**config.mk**
```make
export PLATFORM = sky130hd
export DESIGN_NAME = tpci_div_cell
export DESIGN_NICKNAME = d
export VERILOG_FILES = /design/src/hdl/triangle_pixel_coverage_interp_macros.svh /design/src/hdl/tpci_pkg.sv /design/src/hdl/tpci_div_cell.sv
export SDC_FILE = /design/constraint.sdc
export NUM_CORES = 1
export LEC_CHECK = 0
export BUFFER_PORTS_ARGS = -buffer_cell sky130_fd_sc_hd__buf_2
export CAP_MARGIN = 20
export CORE_AREA = 10 10 176 178
export DETAILED_ROUTE_END_ITERATION = 10
export DIE_AREA = 0 0 186 188
export PLACE_DENSITY = 0.75
export REMOVE_ABC_BUFFERS = 1
export SKIP_LAST_GASP = 1
export SLEW_MARGIN = 30
export SYNTH_ARGS = -nofsm -noshare
export SYNTH_HDL_FRONTEND = slang
export SYNTH_SLANG_ARGS = --single-unit
```
**constraint.sdc**
```tcl
create_clock -name clk -period 4 [get_ports clk]
set_clock_uncertainty 0.05 [all_clocks]
set_input_delay 0.6 -clock clk [delete_from_list [all_inputs] [get_ports clk]]
set_output_delay 0.6 -clock clk [all_outputs]
set_load 0.05 [all_outputs]
```
**src/hdl/triangle_pixel_coverage_interp_macros.svh**
```systemverilog
// ---------------------------------------------------------------------------
// Assertion macros for the triangle coverage block.
// Concurrent checks are clocked on clk and disabled while rst_n is low.
// ---------------------------------------------------------------------------
`ifndef TRIANGLE_PIXEL_COVERAGE_INTERP_MACROS_SVH
`define TRIANGLE_PIXEL_COVERAGE_INTERP_MACROS_SVH

`ifndef NO_ASSERTIONS
`define TPCI_ASSERT_HOLDS(label, expr) \
    label: assert property (@(posedge clk) disable iff (!rst_n) (expr)) \
        else $error("assertion failed");
`define TPCI_ASSERT_IMPLIES(label, ante, cons) \
    label: assert property (@(posedge clk) disable iff (!rst_n) (ante) |-> (cons)) \
        else $error("assertion failed");
`else
`define TPCI_ASSERT_HOLDS(label, expr)
`define TPCI_ASSERT_IMPLIES(label, ante, cons)
`endif

`endif

```
**src/hdl/tpci_pkg.sv**
```systemverilog
`timescale 1ns / 1ps
// ---------------------------------------------------------------------------
// Triangle coverage package
// Shared constants, types and arithmetic helpers.
// ---------------------------------------------------------------------------
package tpci_pkg;

    localparam int COORD_WIDTH      = 16;
    localparam int COORD_FRAC_BITS  = 4;
    localparam int WEIGHT_FRAC_BITS = 16;

    localparam int DIFF_W   = COORD_WIDTH + 1;
    localparam int CROSS_W  = 2 * DIFF_W + 1;
    localparam int QUO_W    = 33;
    localparam int DIV_W    = 82;
    localparam int ZTERM_W  = 64 - WEIGHT_FRAC_BITS;
    localparam int Z_W      = ZTERM_W + 2;
    localparam int STAGES   = 2 * QUO_W + 5;
    localparam int IN_W     = 32;
    localparam int OUT_W    = 136;

    typedef enum logic [2:0] {
        REG_A_POS   = 3'd0,
        REG_B_POS   = 3'd1,
        REG_C_POS   = 3'd2,
        REG_A_DEPTH = 3'd3,
        REG_B_DEPTH = 3'd4,
        REG_C_DEPTH = 3'd5
    } reg_index_t;

    typedef struct packed {
        logic [DIV_W-1:0] rem;
        logic [DIV_W-1:0] dvs;
        logic [QUO_W-1:0] quo;
    } div_state_t;

    typedef struct packed {
        logic covered;
        logic degen;
        logic neg_b;
        logic neg_g;
    } wside_t;

    typedef struct packed {
        logic               covered;
        logic               degen;
        logic signed [31:0] alpha;
        logic signed [31:0] beta;
        logic signed [31:0] gamma;
        logic               zinv;
        logic               negz;
    } dside_t;

    function automatic logic signed [DIFF_W-1:0] sub_coord(
        input logic [COORD_WIDTH-1:0] a,
        input logic [COORD_WIDTH-1:0] b
    );
        return $signed({a[COORD_WIDTH-1], a}) - $signed({b[COORD_WIDTH-1], b});
    endfunction

    function automatic logic signed [CROSS_W-1:0] cross2(
        input logic signed [DIFF_W-1:0] ax,
        input logic signed [DIFF_W-1:0] ay,
        input logic signed [DIFF_W-1:0] bx,
        input logic signed [DIFF_W-1:0] by
    );
        logic signed [CROSS_W-1:0] t0;
        logic signed [CROSS_W-1:0] t1;
        t0 = CROSS_W'(ax) * CROSS_W'(by);
        t1 = CROSS_W'(ay) * CROSS_W'(bx);
        return t0 - t1;
    endfunction

    function automatic logic [CROSS_W-1:0] mag_cross(input logic signed [CROSS_W-1:0] v);
        return v[CROSS_W-1] ? CROSS_W'(-v) : CROSS_W'(v);
    endfunction

    function automatic logic signed [31:0] sat_quo(
        input logic [QUO_W-1:0] q,
        input logic             neg
    );
        logic [QUO_W-1:0]   m;
        logic signed [31:0] r;
        m = q[QUO_W-1] ? {1'b1, 32'd0} : q;
        if (neg)
        begin
            r = (m >= 33'h0_8000_0000) ? 32'sh8000_0000 : -$signed(m[31:0]);
        end
        else
        begin
            r = (m > 33'h0_7FFF_FFFF) ? 32'sh7FFF_FFFF : $signed(m[31:0]);
        end
        return r;
    endfunction

    function automatic logic signed [31:0] sat34(input logic signed [33:0] v);
        logic signed [31:0] r;
        if (v > 34'sh0_7FFF_FFFF)
        begin
            r = 32'sh7FFF_FFFF;
        end
        else if (v < -34'sh0_8000_0000)
        begin
            r = 32'sh8000_0000;
        end
        else
        begin
            r = v[31:0];
        end
        return r;
    endfunction

endpackage

```
**src/hdl/tpci_div_cell.sv**
```systemverilog
`timescale 1ns / 1ps
// ---------------------------------------------------------------------------
// Division cell
// One restoring division step per cell: compare, subtract and shift.
// ---------------------------------------------------------------------------
module tpci_div_cell (
    input  logic                   clk,
    input  logic                   en,
    input  tpci_pkg::div_state_t   d_in,
    output tpci_pkg::div_state_t   d_out
);

    tpci_pkg::div_state_t state_reg;
    tpci_pkg::div_state_t state_next;

    always_comb
    begin
        state_next.dvs = d_in.dvs >> 1;
        if (d_in.rem >= d_in.dvs)
        begin
            state_next.rem = d_in.rem - d_in.dvs;
            state_next.quo = {d_in.quo[tpci_pkg::QUO_W-2:0], 1'b1};
        end
        else
        begin
            state_next.rem = d_in.rem;
            state_next.quo = {d_in.quo[tpci_pkg::QUO_W-2:0], 1'b0};
        end
    end

    always_ff @(posedge clk)
    begin
        if (en)
        begin
            state_reg <= state_next;
        end
    end

    assign d_out = state_reg;

endmodule

```
# Word-level counts from Yosys, hierarchy flattened

Index checks and enable logic that the tools add are counted.

Bits in registers: 196
Bits of input ports: 199
Word-level logic and storage cells: 7

Add/sub/neg operators: 1
$lt $le $gt $ge: 1
Multiplexer cells: 2

Operator list:

| cell             | number |
|---|---|
| $ge A82 B82 Y1   | 1 |
| $mux W82         | 1 |
| $sub A82 B82 Y82 | 1 |
| $mux W1          | 1 |

# Depth between registers and ports, before layout

Gate-level depths: netlist (run 1).

Depth in word-level cells: 2
Mapped depth: 16

# Worst setup path before layout (run 1)

Ideal clock, no wire load.

Path type: input -> register
Start point: input port d_in[115] in the netlist's numbering
End point: register state_reg, in the netlist d_out[179], data pin
Setup time: 0.260 ns
Data arrival time: 3.416 ns
Setup slack: 0.274 ns
Stages: 15
Path buffers: 0
Cells stage by stage: inv_1 -> ha_1 -> inv_1 -> fa_1 -> a211oi_1 -> o21ai_0 -> a21oi_1 -> o211ai_1 -> a211oi_1 -> o21a_1 -> o21ai_0 -> a21oi_1 -> o31ai_1 -> xor2_1 -> mux2_2

RTL lines:

| element              | RTL line            | RTL |
|---|---|---|
| from (decl)          | tpci_div_cell.sv:9  | `input tpci_pkg::div_state_t d_in,` |
| to (signal assigned) | tpci_div_cell.sv:35 | `state_reg <= state_next;` |
| to (decl)            | tpci_div_cell.sv:13 | `tpci_pkg::div_state_t state_reg;` |

==> reports/metrics.csv, run 1 <==
metric,value,unit
fmaxAchievable,0.2633,GHz
final-max-slew-violation-count,0,
relSlewSlack,50.33,%
clk_pin_slew,0.07,ns
avgViaCountPerCell,5.412,
final_period_minus_worst_setup_slack,3.798,ns
postSynth.topFlopCell,sky130_fd_sc_hd__edfxtp_1,
synthesized_cell_area,0.01214,mm²
htreeDepth,4,
irDropWorstVdd,0.1914,mV
design_area,0.01573,mm²
detail_route.first_pass.iterations,5,
detail_route.iter0.violations,878,
gpl.final_weighted_congestion,0.9223,
post-route-period-util,94.96,%
placement.io_buffers,393,
wl,40400,µm
cap_violations,0,
dpl_cell_area,0.01512,mm²
fin_tns_setup,0,ns
share_of_synthesized_flip_flops_with_an_asynchronous_set_or_reset,0,%
clock_tree_from_tritoncts,built,
yosys_warnings,0,
drt_drc_violations_left,0,
worst-endpoint-arrival,3.95,ns
post-dp-hpwl,32980,µm
power.density_cell_area,431.6,mW/mm²
die_x,186,µm
number_of_buffers_on_the_longest_clock_path,2,
share_clk_of_total_power,26.2,%
grt_start_max_net_pins,80,
dieArea,0.03497,mm²
synth-edff-count,196,
grt_pass1_wl,61230,µm
post_route_core_utilization,57.26,%
cts_post_setup_buffers_inserted,0,
antenna_violating_nets_post_route,0,
timing.hold.worst.class,in2reg,
crit_path_end_kind,flip-flop,
finalNonFillerCells,2062,
cp_data_required_time,4.15,ns
register_share_of_total_power,38.0,%
combPwrFrac,35.7,%
path_class,in2reg,
post_route_cells_drive_above_1_share,31.52,%
syn_area_per_cell,9.769,µm²
result_of_the_run,finished clean,
post_cts_resize_count,0,
avgRoutedWirePerCell,19.59,µm
cts.sinks,196,
worst-slew-pin-transition,0.7263,ns
startpoint_type,primary input,
rsz0062_at_grt,no,
die_h,188,µm
antenna_found_initial,9,
crit_fanout,3,
synth.distinct_cells,60,
synth_seq_cells,196,
core_area,0.02748,mm²
total_power_consumption_of_the_routed_design,6.790,mW
swShare,38.02,%
num_vias,11160,
power.static_leakage,7.078,nW
overflow,0,
placed_cells,2024,
initial_utilization,44.19,%
synth-seq-area-share,48.47,%
rows,61,
synthToLayoutAreaGrowth,29.56,%
top_level_ports,396,
cts-root-buf,sky130_fd_sc_hd__clkbuf_16,
power_report.internal_total,4.209,mW
timing_hold_violations_final,0,
cts_hold_repair.buffers,0,
globalRouteTotalUtil,22.33,%
largest_register_ff_count,196,
endpoints_failing_setup,0,
first_global_vias,11220,
p_sw,2.582,mW
numCtsBuffers,17,
net_count_reported_at_finish,1979,
syn_inst,1243,
==> worst max-delay path, cell delays in order <==
cell,delay (ns)
sky130_fd_sc_hd__buf_2,0.11
sky130_fd_sc_hd__inv_1,0.05
sky130_fd_sc_hd__ha_1,0.16
sky130_fd_sc_hd__inv_1,0.05
sky130_fd_sc_hd__fa_1,0.42
sky130_fd_sc_hd__a211oi_1,0.30
sky130_fd_sc_hd__o21ai_0,0.27
sky130_fd_sc_hd__a21oi_2,0.28
sky130_fd_sc_hd__o211ai_1,0.16
sky130_fd_sc_hd__a211oi_1,0.27
sky130_fd_sc_hd__buf_4,0.15
sky130_fd_sc_hd__o21a_1,0.12
sky130_fd_sc_hd__o21ai_0,0.16
sky130_fd_sc_hd__a21oi_1,0.28
sky130_fd_sc_hd__o31ai_1,0.12
sky130_fd_sc_hd__xor2_1,0.15
sky130_fd_sc_hd__mux2_2,0.27
==> synthesized netlist by cell type, drive strengths merged (14+ instances only) <==
cell	count	area, µm²
a21oi	173	869.6
xor2	31	271.5
nand2	95	359.1
buf	17	90.08
nor3	16	80.08
nor2b	16	100.1
nor2	125	469.2
xnor2	42	367.9
o21ai	67	335.3
edfxtp	196	5886
o21bai	17	127.6
nand3	20	100.1
nand4	37	231.5
ha	82	1026
a21o	34	255.2
o21a	14	105.1
inv	107	401.6
clkbuf	40	150.1
==> cell usage in the layout, fill, tap and decap left out, types with 4 or more instances in the layout <==
| cell type | netlist | layout |
|---|---|---|
| sky130_fd_sc_hd__buf_2 | 15 | 392 |
| sky130_fd_sc_hd__edfxtp_1 | 196 | 196 |
| sky130_fd_sc_hd__a21oi_1 | 172 | 171 |
| sky130_fd_sc_hd__nor2_1 | 125 | 125 |
| sky130_fd_sc_hd__inv_1 | 105 | 105 |
| sky130_fd_sc_hd__nand2_1 | 94 | 94 |
| sky130_fd_sc_hd__buf_4 | 2 | 94 |
| sky130_fd_sc_hd__ha_1 | 82 | 82 |
| sky130_fd_sc_hd__o21ai_0 | 66 | 66 |
| sky130_fd_sc_hd__xnor2_1 | 42 | 42 |
| sky130_fd_sc_hd__nand4_1 | 37 | 37 |
| sky130_fd_sc_hd__a21o_1 | 34 | 34 |
| sky130_fd_sc_hd__xor2_1 | 31 | 31 |
| sky130_fd_sc_hd__nand3_1 | 20 | 20 |
| sky130_fd_sc_hd__o21bai_1 | 17 | 17 |
| sky130_fd_sc_hd__clkbuf_16 | 0 | 17 |
| sky130_fd_sc_hd__nor2b_1 | 16 | 16 |
| sky130_fd_sc_hd__nor3_1 | 16 | 16 |
| sky130_fd_sc_hd__o21a_1 | 14 | 14 |
| sky130_fd_sc_hd__a211oi_1 | 12 | 12 |
| sky130_fd_sc_hd__o31ai_1 | 11 | 11 |
| sky130_fd_sc_hd__o211ai_1 | 9 | 9 |
| sky130_fd_sc_hd__and3_1 | 7 | 7 |
| sky130_fd_sc_hd__a31oi_1 | 7 | 7 |
| sky130_fd_sc_hd__diode_2 | 0 | 6 |
| sky130_fd_sc_hd__nor4_1 | 6 | 6 |
| sky130_fd_sc_hd__buf_12 | 0 | 5 |
| sky130_fd_sc_hd__a41oi_1 | 4 | 4 |
| sky130_fd_sc_hd__nand2b_1 | 4 | 4 |
| sky130_fd_sc_hd__nand3b_1 | 4 | 4 |
| sky130_fd_sc_hd__clkinv_4 | 0 | 4 |
==> final cells by class <==
| type | count | area, µm² |
|---|---|---|
| clock buffers | 17 | 425.4 |
| repair buffers | 492 | 2781 |
| inverters | 107 | 401.6 |
| fillers | 2382 | 11740 |
| diodes | 6 | 15.01 |
| flip-flops and latches | 196 | 5886 |
| well taps | 346 | 432.9 |
| clock inverters | 15 | 171.4 |
| multi-input cells | 883 | 5619 |
==> final timing paths <==
check,cells after the start,from,end,slack [ns]
setup / recovery,17,d_in[115],d_out[179]$_DFFE_PP_,0.20
hold / removal,1,d_in[0],d_out[1]$_DFFE_PP_,0.28
==> logic make-up after synthesis <==
group	Yosys count	share of synthesized area, %
buffers and inverters	164	5.286
AOI/OAI and AO/OA	379	18.98
xor gates and xnor gates	73	5.265
muxes	4	0.3606
adders and majority gates	83	8.614
and+or+nand+nor	343	12.99
DFF	196	48.47
other	1	0.03088
==> power groups by stage <==
stage | sequential, mW | combinational [mW] | clock (mW)
global route | 2.60 | 2.60 | 1.88
global placement | 2.62 | 2.39 | 0
finish | 2.58 | 2.43 | 1.78
floorplan | 3.41 | 0.856 | 0
CTS | 2.59 | 2.43 | 1.82
detailed placement | 2.63 | 2.42 | 0
==> per-layer routing <==
metal / up-vias / GRT usage, % / part of all wire [%]
li1: 5433 / - / -
met1: 5224 / 26.12 / 40
met2: 440 / 38.85 / 49
met3: 55 / 6.418 / 8.8
met4: 8 / 5.986 / 1.6
met5: - / 0 / 0.13
==> per-stage QoR <==
stage,hold slack (ns),setup slack (ns)
2_1_floorplan,0.6489,-2.340
3_3_place_gp,0.7268,-0.1808
3_5_place_dp,0.7282,-0.2323
4_1_cts,0.2547,0.1463
5_1_grt,0.2599,0.02600
6_report,0.2768,0.2017
(Power assumes the default switching activity.)
==> inputs of run 2 (changes only) <==
Clock period 4 ns to 3.7 ns, I/O delays scaled along.
==> run 2 against run 1 <==
Combinational power grew 11%. Via count grew 1.2%. Sequential share of layout area decreased by 0.73 points. Highest routed layer unchanged. Critical path depth fell by 1. Routed wire length up 1.8%. Largest cell class unchanged. Setup slack improved by 0.00097 ns. Cell area is 2.0% higher. First-iteration DRC count shrank 14%. Count of clock-buffer cells in the layout did not move. Critical path type unchanged. Utilization increased by 1.1 points.
==> reports/metrics.csv, run 2 (synthesis gave the netlist of run 1 again) <==
metric,value,unit
grt_pass1_wl,62170,µm
finalWorstSetupSlack,0.2027,ns
detail_route.first_pass.iterations,5,
fmaxAchievable,0.2859,GHz
clock_tree_from_tritoncts,built,
power.density_cell_area,456.4,mW/mm²
net_count_reported_at_finish,2020,
dp_worst_setup_slack,-0.3878,ns
number_of_buffers_on_the_longest_clock_path,2,
numCtsBuffers,17,
avgViaCountPerCell,5.368,
cts-root-buf,sky130_fd_sc_hd__clkbuf_16,
overflow,0,
cts.sinks,196,
drt_drc_violations_left,0,
avgRoutedWirePerCell,19.56,µm
worst-endpoint-arrival,3.65,ns
post-dp-hpwl,33770,µm
final.fill_count,2443,
rows,61,
wl,41150,µm
post-route-period-util,94.52,%
core_area,0.02748,mm²
final-max-slew-violation-count,0,
initial_utilization,44.19,%
crit_fanout,3,
num_vias,11300,
detail_route.iter0.violations,758,
rsz0062_at_grt,yes,
cp_data_required_time,3.85,ns
relSlewSlack,57.95,%
post_route_cells_drive_above_1_share,33.41,%
power.static_leakage,7.256,nW
clk_pin_slew,0.08,ns
antenna_violating_nets_post_route,0,
cap_violations,0,
startpoint_type,primary input,
cp_startpoint,d_in[115],
die_x,186,µm
whs,0.2224,ns
globalRouteTotalUtil,22.79,%
timing.hold.worst.class,in2reg,
final_period_minus_worst_setup_slack,3.497,ns
path_class,in2reg,
dieArea,0.03497,mm²
crit_path_end_kind,flip-flop,
placement.io_buffers,393,
gpl.final_weighted_congestion,0.9236,
result_of_the_run,finished clean,
cts_hold_repair.buffers,0,
irDropWorstVdd,0.2384,mV
top_level_ports,396,
largest_register_ff_count,196,
endpoints_failing_setup,0,
grt_start_max_net_pins,73,
worst-slew-pin-transition,0.6308,ns
mostFrequentLayoutCell,sky130_fd_sc_hd__buf_2,
synthToLayoutAreaGrowth,32.15,%
antenna_found_initial,10,
first_global_vias,11280,
hold_path.startpoint,d_in[23],
htreeDepth,4,
timing_hold_violations_final,0,
die_h,188,µm
final_cell_mix,"392 x sky130_fd_sc_hd__buf_2, 196 x sky130_fd_sc_hd__edfxtp_1, 169 x sky130_fd_sc_hd__a21oi_1",
[run 2: path summary, 6_finish.rpt]
path,to,depth (start not counted)
worst max-delay path,d_out[179]$_DFFE_PP_,16
worst min-delay path,d_out[24]$_DFFE_PP_,1
[run 2: area by class of cell]
cell class	count	area (µm²)	share of cell area, %
Inverter	107	401.6	2.503
Sequential cell	196	5886	36.68
Tap cell	346	432.9	2.698
Antenna cell	7	17.52	0.1092
Timing Repair Buffer	533	3102	19.33
Multi-Input combinational cell	883	5642	35.16
Clock buffer	17	425.4	2.651
Clock inverter	15	140.1	0.8733
[run 2: report_power, final]
group | switching (mW) | leakage [nW] | internal, mW | total (mW)
combinational | 1.85 | 5.07 | 0.850 | 2.70
sequential | 0.0571 | 1.92 | 2.73 | 2.79
clock | 0.946 | 0.267 | 0.892 | 1.84
total | 2.85 | 7.26 | 4.47 | 7.32
[run 2: per-stage QoR]
step           power [mW]  cells  setup TNS, ns  util [%]  instance area, µm²
6_report            7.324   2104              0     58.40               16050
5_1_grt             7.651   2100       -0.01166     58.37               16040
4_1_cts             7.353   2097              0     58.24               16000
3_5_place_dp        5.520   2065         -16.00     56.18               15440
3_3_place_gp        5.491   2065         -16.96     56.18               15440
2_1_floorplan       4.610   1186        -169.25         -               11900
[run 2: timing repair]
item	4_1_cts	5_1_grt
buffers inserted	0	0
endpoints found under the setup margin	0	67
resized for setup	0	9
[run 2: critical path, cell delays in order]
cell,delay [ns]
sky130_fd_sc_hd__buf_2,0.11
sky130_fd_sc_hd__inv_1,0.05
sky130_fd_sc_hd__ha_1,0.16
sky130_fd_sc_hd__inv_1,0.06
sky130_fd_sc_hd__fa_1,0.39
sky130_fd_sc_hd__a211oi_1,0.37
sky130_fd_sc_hd__o21ai_2,0.16
sky130_fd_sc_hd__a21oi_2,0.22
sky130_fd_sc_hd__o211ai_1,0.17
sky130_fd_sc_hd__a211oi_2,0.30
sky130_fd_sc_hd__o21a_1,0.17
sky130_fd_sc_hd__o21ai_0,0.16
sky130_fd_sc_hd__a21oi_1,0.25
sky130_fd_sc_hd__o31ai_1,0.10
sky130_fd_sc_hd__xor2_1,0.14
sky130_fd_sc_hd__mux2_2,0.27
[run 2: per-layer routing]
metal	vias up	part of all wire, %	GRT usage (%)
li1	5523	-	-
met1	5293	39	25.98
met2	420	49	39.48
met3	49	9.8	7.771
met4	10	1.6	6.266
met5	-	0.16	0
